File: src/hw/rtl/lne_pkg.sv
// Shared types and constants for the layer normalization engine.
// Used by lne_front, lne_back and layer_norm_engine; depends on nothing.
package lne_pkg;

  localparam int MAX_LENGTH = 1024;
  localparam int IDX_W      = $clog2(MAX_LENGTH);
  localparam int CNT_W      = IDX_W + 1;
  localparam int DATA_W     = 24;
  localparam int LEN_W      = 11;
  localparam int EPS_W      = 32;
  localparam int CFG_W      = 32;
  localparam int SUM_W      = DATA_W + IDX_W;
  localparam int SQ_W       = 2 * DATA_W - 1 + IDX_W;
  localparam int DIV_W      = 65;
  localparam int DEN_W      = 60;
  localparam int RSTD_W     = 32;
  localparam int NORM_W     = 41;

  localparam logic [LEN_W-1:0] LENGTH_RESET  = LEN_W'(768);
  localparam logic [EPS_W-1:0] EPSILON_RESET = EPS_W'(42950);

  localparam logic MODE_LOAD = 1'b0;
  localparam logic MODE_EMIT = 1'b1;

  localparam logic CFG_LENGTH  = 1'b0;
  localparam logic CFG_EPSILON = 1'b1;

  localparam logic [1:0] STATUS_OK    = 2'd0;
  localparam logic [1:0] STATUS_EARLY = 2'd1;
  localparam logic [1:0] STATUS_DROP  = 2'd2;

  typedef struct packed {
    logic                     mode;
    logic signed [DATA_W-1:0] x;
    logic signed [DATA_W-1:0] gamma;
    logic signed [DATA_W-1:0] beta;
  } item_t;

  typedef struct packed {
    logic  valid;
    item_t item;
  } q_head_t;

  typedef enum logic [4:0] {
    S_IDLE,
    S_LOAD_MUL,
    S_LOAD_ACC,
    S_MEAN_DIV,
    S_MEAN_SET,
    S_SQ_DIV,
    S_MSQ,
    S_VAR,
    S_LIM_DIV,
    S_LIM_SET,
    S_RSQ_MUL,
    S_RSQ_CMP,
    S_EMIT_RD,
    S_EMIT_MUL,
    S_EMIT_NORM,
    S_EMIT_SPLIT,
    S_EMIT_SUM
  } state_t;

endpackage

File: src/hw/rtl/lne_front.sv
// Request front end: accepts requests and holds them in a two-entry queue.
// Depends on lne_pkg; feeds lne_back.
module lne_front (
  input  logic                             clk,
  input  logic                             rst,
  input  logic                             item_valid,
  output logic                             item_stall,
  input  logic                             mode,
  input  logic signed [lne_pkg::DATA_W-1:0] x_value,
  input  logic signed [lne_pkg::DATA_W-1:0] scale_value,
  input  logic signed [lne_pkg::DATA_W-1:0] shift_value,
  output lne_pkg::q_head_t                 head,
  input  logic                             pop
);
  import lne_pkg::*;

  item_t      q [2];
  logic       wr_ptr;
  logic       rd_ptr;
  logic [1:0] cnt;
  logic       push;

  assign item_stall = (cnt == 2'd2);
  assign push       = item_valid && !item_stall;
  assign head.valid = (cnt != 2'd0);
  assign head.item  = q[rd_ptr];

  always_ff @(posedge clk) begin
    if (rst) begin
      wr_ptr <= 1'b0;
      rd_ptr <= 1'b0;
      cnt    <= 2'd0;
    end else begin
      if (push) wr_ptr <= !wr_ptr;
      if (pop) rd_ptr <= !rd_ptr;
      cnt <= cnt + {1'b0, push} - {1'b0, pop};
    end
  end

  always_ff @(posedge clk) begin
    if (push) begin
      q[wr_ptr] <= '{mode: mode, x: x_value, gamma: scale_value, beta: shift_value};
    end
  end

endmodule

File: config.mk
export PLATFORM = sky130hd
export DESIGN_NAME = lne_front
export DESIGN_NICKNAME = d
export VERILOG_FILES = /design/src/hw/rtl/lne_pkg.sv /design/src/hw/rtl/lne_front.sv
export SDC_FILE = /design/constraint.sdc
export NUM_CORES = 1
export LEC_CHECK = 0
export BUFFER_PORTS_ARGS = -buffer_cell sky130_fd_sc_hd__buf_2
export CAP_MARGIN = 20
export CORE_MARGIN = 2
export CORE_UTILIZATION = 40
export DETAILED_ROUTE_END_ITERATION = 12
export PLACE_DENSITY_LB_ADDON = 0.12
export SETUP_SLACK_MARGIN = 0.3
export SLEW_MARGIN = 20
export SYNTH_ARGS = -nofsm -noshare
export SYNTH_HDL_FRONTEND = slang
export SYNTH_SLANG_ARGS = --single-unit
File: constraint.sdc
create_clock -name clk -period 2.42 [get_ports clk]
set_input_delay 0.121 -clock clk [delete_from_list [all_inputs] [get_ports clk]]
set_output_delay 0.121 -clock clk [all_outputs]
set_load 0.05 [all_outputs]
# After elaboration in Yosys (flattened, before gate mapping)

Memories as Yosys holds them, arrays and structs flattened. A register that Yosys moved wholly into a read port is not among the register bits.
Cells that the tools add are included.

Memory bits (writable): 146
Bits of input ports: 77
Flip-flop bits (word level): 4
Output and inout bits: 75
Logic and storage cells: 16
Memories kept: 1

Muxes and demuxes: 4
Add/sub/neg operators: 2
Equality and inequality tests: 1
Reduce and logical (&&, ||, !) cells: 5

Memories:

| name | words | bits a word | read ports | clocked after memory_dff | wr ports | RTL line        | RTL |
|---|---|---|---|---|---|---|---|
| q    | 2     | 73          | 1          | 1                        | 1        | lne_front.sv:17 | `item_t q [2];` |

Operators with widths:

| operator           | count |
|---|---|
| $mux 1             | 4 |
| $logic_not 1->1    | 3 |
| $add 2x1->2        | 1 |
| $eq 2x2->1 const B | 1 |
| $reduce_bool 2->1  | 1 |
| $sub 2x1->2        | 1 |
| $logic_and 1x1->1  | 1 |

# Logic depth before layout (Yosys ltp)

Word-level depth: 5
Gate-level depth with buffers: 8
Depth with buffers taken out: 8

# Worst setup path before layout

No wires, ideal clock.

Path type: flip-flop to flip-flop
From: reg cnt[0]
To: mem q[0][0] (netlist bit) (enable)
Data required time: 1.993 ns
Buffers on the path: 0
Library setup time: 0.427 ns
Slack: -0.354 ns
Arrival: 2.347 ns
Stages on the path, launching flop included: 5
Period minus slack after synthesis: 2.774 ns
Cells stage by stage: dfxtp_1 > nand2b_2 > inv_2 > or3_1 > inv_1

Cells in the longest elaborated chain, start to end: 5

Ends and longest elaborated chain:

| element                      | RTL line        | RTL |
|---|---|---|
| start, declared              | lne_front.sv:20 | `logic [1:0] cnt;` |
| start signal, assigned       | lne_front.sv:36 | `cnt <= cnt + {1'b0, push} - {1'b0, pop};` |
| $eq 2x2->1                   | lne_front.sv:23 | `assign item_stall = (cnt == 2'd2);` |
| net item_stall               | lne_front.sv:7  | `output logic item_stall,` |
| $logic_not 1->1              | lne_front.sv:24 | `assign push = item_valid && !item_stall;` |
| $logic_and 1x1->1            | lne_front.sv:24 |  |
| $mux 1                       | lne_front.sv:41 | `if (push) begin` |
| $mux 1 (implied by the code) | lne_front.sv:42 | `q[wr_ptr] <= '{mode: mode, x: x_value, gamma: scale_value, beta: shift_value};` |
| end, declared                | lne_front.sv:17 |  |

The timed path passes the listed nets, and every way through them passes these cells.

==> impl_metrics.xml <==
<?xml version="1.0" encoding="UTF-8"?>
<metrics>
  <group name="power">
    <metric name="p_comb_share" unit="%">25.0</metric>
    <metric name="seq_power_share" unit="%">44.8</metric>
    <metric name="total_leakage_power" unit="nW">2.947</metric>
    <metric name="clock_power_share" unit="%">30.1</metric>
    <metric name="ir_worst_vdd" unit="mV">0.5387</metric>
    <metric name="power_per_cell_area" unit="nW/um2">964.8</metric>
    <metric name="netSwitchingFraction" unit="%">31.65</metric>
    <metric name="p_int" unit="mW">5.131</metric>
    <metric name="net_load_switching_power" unit="mW">2.376</metric>
  </group>
  <group name="worst_setup_path">
    <metric name="rr_worst_depth" unit="">5</metric>
    <metric name="timing.critical_path.arrival" unit="ps">1870</metric>
    <metric name="critical_path_required_time" unit="ps">2300</metric>
    <metric name="timing.rr.start" unit="">cnt[0]</metric>
    <metric name="rrSetupSlack" unit="ps">630</metric>
    <metric name="worst_r2r_endpoint" unit="">q[0][15]</metric>
    <metric name="start_kind" unit="">flip-flop</metric>
    <metric name="category_of_the_critical_setup_timing_path" unit="">flip-flop to primary output</metric>
    <metric name="critical_path_maximum_fanout" unit="">19</metric>
    <metric name="worstSetupEndpointType" unit="">primary output</metric>
  </group>
  <group name="route">
    <metric name="antenna_violating_nets_post_route" unit="">0</metric>
    <metric name="totalWireLength" unit="mm">10.19</metric>
    <metric name="routed-via-count" unit="">3095</metric>
    <metric name="routed_via_density" unit="">4.531</metric>
    <metric name="drc_errors" unit="">0</metric>
    <metric name="met1Wirelength" unit="mm">4.162</metric>
    <metric name="detailedRoute.firstIterationViolations" unit="">119</metric>
    <metric name="routed_wire_length_per_instance" unit="um">14.92</metric>
    <metric name="met2_length" unit="mm">5.273</metric>
    <metric name="topRoutingLayerUsed" unit="">met4</metric>
    <metric name="detail_route.first_pass.iterations" unit="">4</metric>
    <metric name="wl_met3" unit="um">644</metric>
  </group>
  <group name="place">
    <metric name="dpl_cell_area" unit="um2">6514</metric>
    <metric name="dp_hpwl" unit="mm">6.081</metric>
    <metric name="numPortBuffers" unit="">151</metric>
    <metric name="place_inst" unit="">576</metric>
    <metric name="finalWeightedCongestion" unit="">0.6956</metric>
  </group>
  <group name="sta">
    <metric name="final.hold.worst_slack" unit="ps">16.83</metric>
    <metric name="finalCritPeriodShare" unit="%">82.34</metric>
    <metric name="maxSlewViolCount" unit="">0</metric>
    <metric name="setup_viol_count_final" unit="">0</metric>
    <metric name="worstMarginPinSlew" unit="ps">473.0</metric>
    <metric name="unrepaired_setup_endpoints_after_global_routing" unit="">no</metric>
    <metric name="period_needed" unit="ps">1993</metric>
    <metric name="final_hold_viol_count" unit="">0</metric>
    <metric name="final.setup.tns" unit="ps">0</metric>
    <metric name="achievable-frequency" unit="MHz">501.8</metric>
    <metric name="relSlewSlack" unit="%">68.47</metric>
    <metric name="clock-skew-final" unit="ps">6.409</metric>
  </group>
  <group name="global_route">
    <metric name="overflow" unit="">0</metric>
    <metric name="grt_util_all_layers" unit="%">14.33</metric>
    <metric name="antenna_found_initial" unit="">0</metric>
    <metric name="grt_start_max_net_pins" unit="">74</metric>
    <metric name="grt_first_pass_wirelength" unit="mm">15.63</metric>
    <metric name="grt_pass1_vias" unit="">3310</metric>
  </group>
  <group name="clock_network">
    <metric name="cts_buffers" unit="">17</metric>
    <metric name="cts_resized" unit="">0</metric>
    <metric name="tritoncts" unit="">done</metric>
    <metric name="cts.hold.buffers_added" unit="">75</metric>
    <metric name="clock_path_buffers" unit="">2</metric>
    <metric name="post_cts.repair.setup_buffers" unit="">0</metric>
    <metric name="cts.root.buffer_cell" unit="">sky130_fd_sc_hd__clkbuf_16</metric>
    <metric name="cts.clk_slew.worst_paths" unit="ps">60</metric>
    <metric name="clock_insertion_delay_worst_skew" unit="ps">410</metric>
    <metric name="clkSinkCount" unit="">151</metric>
    <metric name="ctsHtreeMaxLevel" unit="">4</metric>
  </group>
  <group name="synth">
    <metric name="syn-cell-area" unit="um2">5523</metric>
    <metric name="syn_inst" unit="">252</metric>
    <metric name="syn-num-nets" unit="">331</metric>
    <metric name="synth_seq_area_share" unit="%">81.20</metric>
    <metric name="synth.yosys.warnings" unit="">0</metric>
    <metric name="synth_area_per_cell" unit="um2">21.92</metric>
    <metric name="synth.lib_cells_used.distinct" unit="">18</metric>
    <metric name="synth.ff_latch_count" unit="">151</metric>
  </group>
  <group name="hold_path">
    <metric name="hold_path_class" unit="">input pin to flip-flop</metric>
    <metric name="hold_path_startpoint" unit="">pop</metric>
    <metric name="whs_endpoint" unit="">rd_ptr</metric>
    <metric name="holdPathStages" unit="">3</metric>
  </group>
  <group name="floorplan">
    <metric name="start_util" unit="%">41.38</metric>
    <metric name="floorplan.die_area" unit="um2">14760</metric>
    <metric name="floorplan.core_area" unit="um2">13350</metric>
    <metric name="dieWidth" unit="um">121.5</metric>
    <metric name="core_rows" unit="">42</metric>
    <metric name="top_level_port_count" unit="">152</metric>
    <metric name="die_height" unit="um">121.5</metric>
  </group>
  <group name="job">
    <metric name="max_cap_viol_count" unit="">0</metric>
  </group>
  <group name="cells_and_area">
    <metric name="regArea" unit="um2">4489</metric>
    <metric name="layoutNonFillerInstCount" unit="">683</metric>
    <metric name="commonest_cells_after_routing_fill_and_taps_aside" unit="">151 x sky130_fd_sc_hd__buf_2, 146 x sky130_fd_sc_hd__edfxtp_1, 75 x sky130_fd_sc_hd__dlygate4sd3_1</metric>
    <metric name="design.final.nets" unit="">573</metric>
    <metric name="final_layout_size_suffix_gt1_share" unit="%">52.66</metric>
    <metric name="flow.area_growth_from_synthesis" unit="%">40.87</metric>
    <metric name="final.fill_count" unit="">1085</metric>
    <metric name="post_route_cell_area" unit="um2">7780</metric>
    <metric name="antenna-diode-count" unit="">0</metric>
    <metric name="layout.cells.most_common" unit="">sky130_fd_sc_hd__buf_2</metric>
    <metric name="multiInputGateArea" unit="um2">947.2</metric>
  </group>
  <group name="outcome">
    <metric name="run_status" unit="">finished clean</metric>
  </group>
</metrics>
[worst max-delay path by stage]
| stage | cells after the start | endpoint |
|---|---|---|
| after floorplan | 4 | q[0][0] |
| after global placement | 5 | q[0][15] |
| after detailed placement | 5 | q[0][16] |
| after CTS | 3 | head[57] |
| after global routing | 3 | head[0] |
| final | 3 | head[57] |
[cells in the mapped netlist, drive strengths merged]
library cell / n / area share [%]
dfxtp: 5 / 1.8
xor2: 1 / 0.16
nand2: 1 / 0.068
xnor2: 2 / 0.32
or2: 1 / 0.11
mux2: 73 / 15
a21oi: 1 / 0.091
o21ai: 1 / 0.091
ha: 2 / 0.45
nor2: 3 / 0.20
or3: 1 / 0.11
and3: 1 / 0.14
buf: 8 / 1.6
nor2b: 1 / 0.11
nand2b: 1 / 0.16
inv: 4 / 0.27
edfxtp: 146 / 79
[power groups by stage]
stage                     Clock (mW)  Sequential, mW  Combinational [mW]
final                           2.26            3.36                1.88
after global routing            2.43            3.39                1.99
after CTS                       2.34            3.37                1.91
after detailed placement           0            3.42                1.81
after global placement             0            3.41                1.80
after floorplan                    0            3.40                1.40
[routing by layer]
layer	vias up	GRT usage (%)
met1	1508	15.83
li1	1480	-
met4	0	5.891
met3	9	5.780
met2	98	24.61
met5	-	0
[worst max-delay path, cell delays in order (launching register included)]
cell and delay (ps):
sky130_fd_sc_hd__dfxtp_4 510, sky130_fd_sc_hd__buf_4 340, sky130_fd_sc_hd__mux2_2 380, sky130_fd_sc_hd__buf_2 210
[kinds of logic after synthesis]
kind of cell	count (synthesis)	share of synthesized area (%)
AOI/OAI and AO/OA	2	0.1811
and+or+nand+nor	9	0.9064
muxes	73	14.88
xor gates and xnor gates	3	0.4758
buffers and inverters	12	1.903
DFF	151	81.20
adders and majority gates	2	0.4530
[per-stage QoR]
stage | setup slack [ps] | util (%) | power, mW
final | 427.3 | 58.29 | 7.506
after global routing | 323.4 | 58.29 | 7.818
after CTS | 372.7 | 58.29 | 7.615
after detailed placement | 624.2 | 48.80 | 5.230
after global placement | 638.4 | 48.80 | 5.207
after floorplan | 287.0 | - | 4.800
[state kept, by name, summed over array words and instances (netlist names), named ones only]
signal and count:
q 146, cnt 2, rd_ptr 1, wr_ptr 1
[layout make-up]
cell class              count  area share [%]
inverters                   4          0.3377
clock inverters            15           1.158
clock buffers              17           5.468
well taps                 176           2.830
flip-flops and latches    151           57.70
multi-input cells          89           12.17
repair buffers            231           20.33
(Power assumes the default switching activity.)
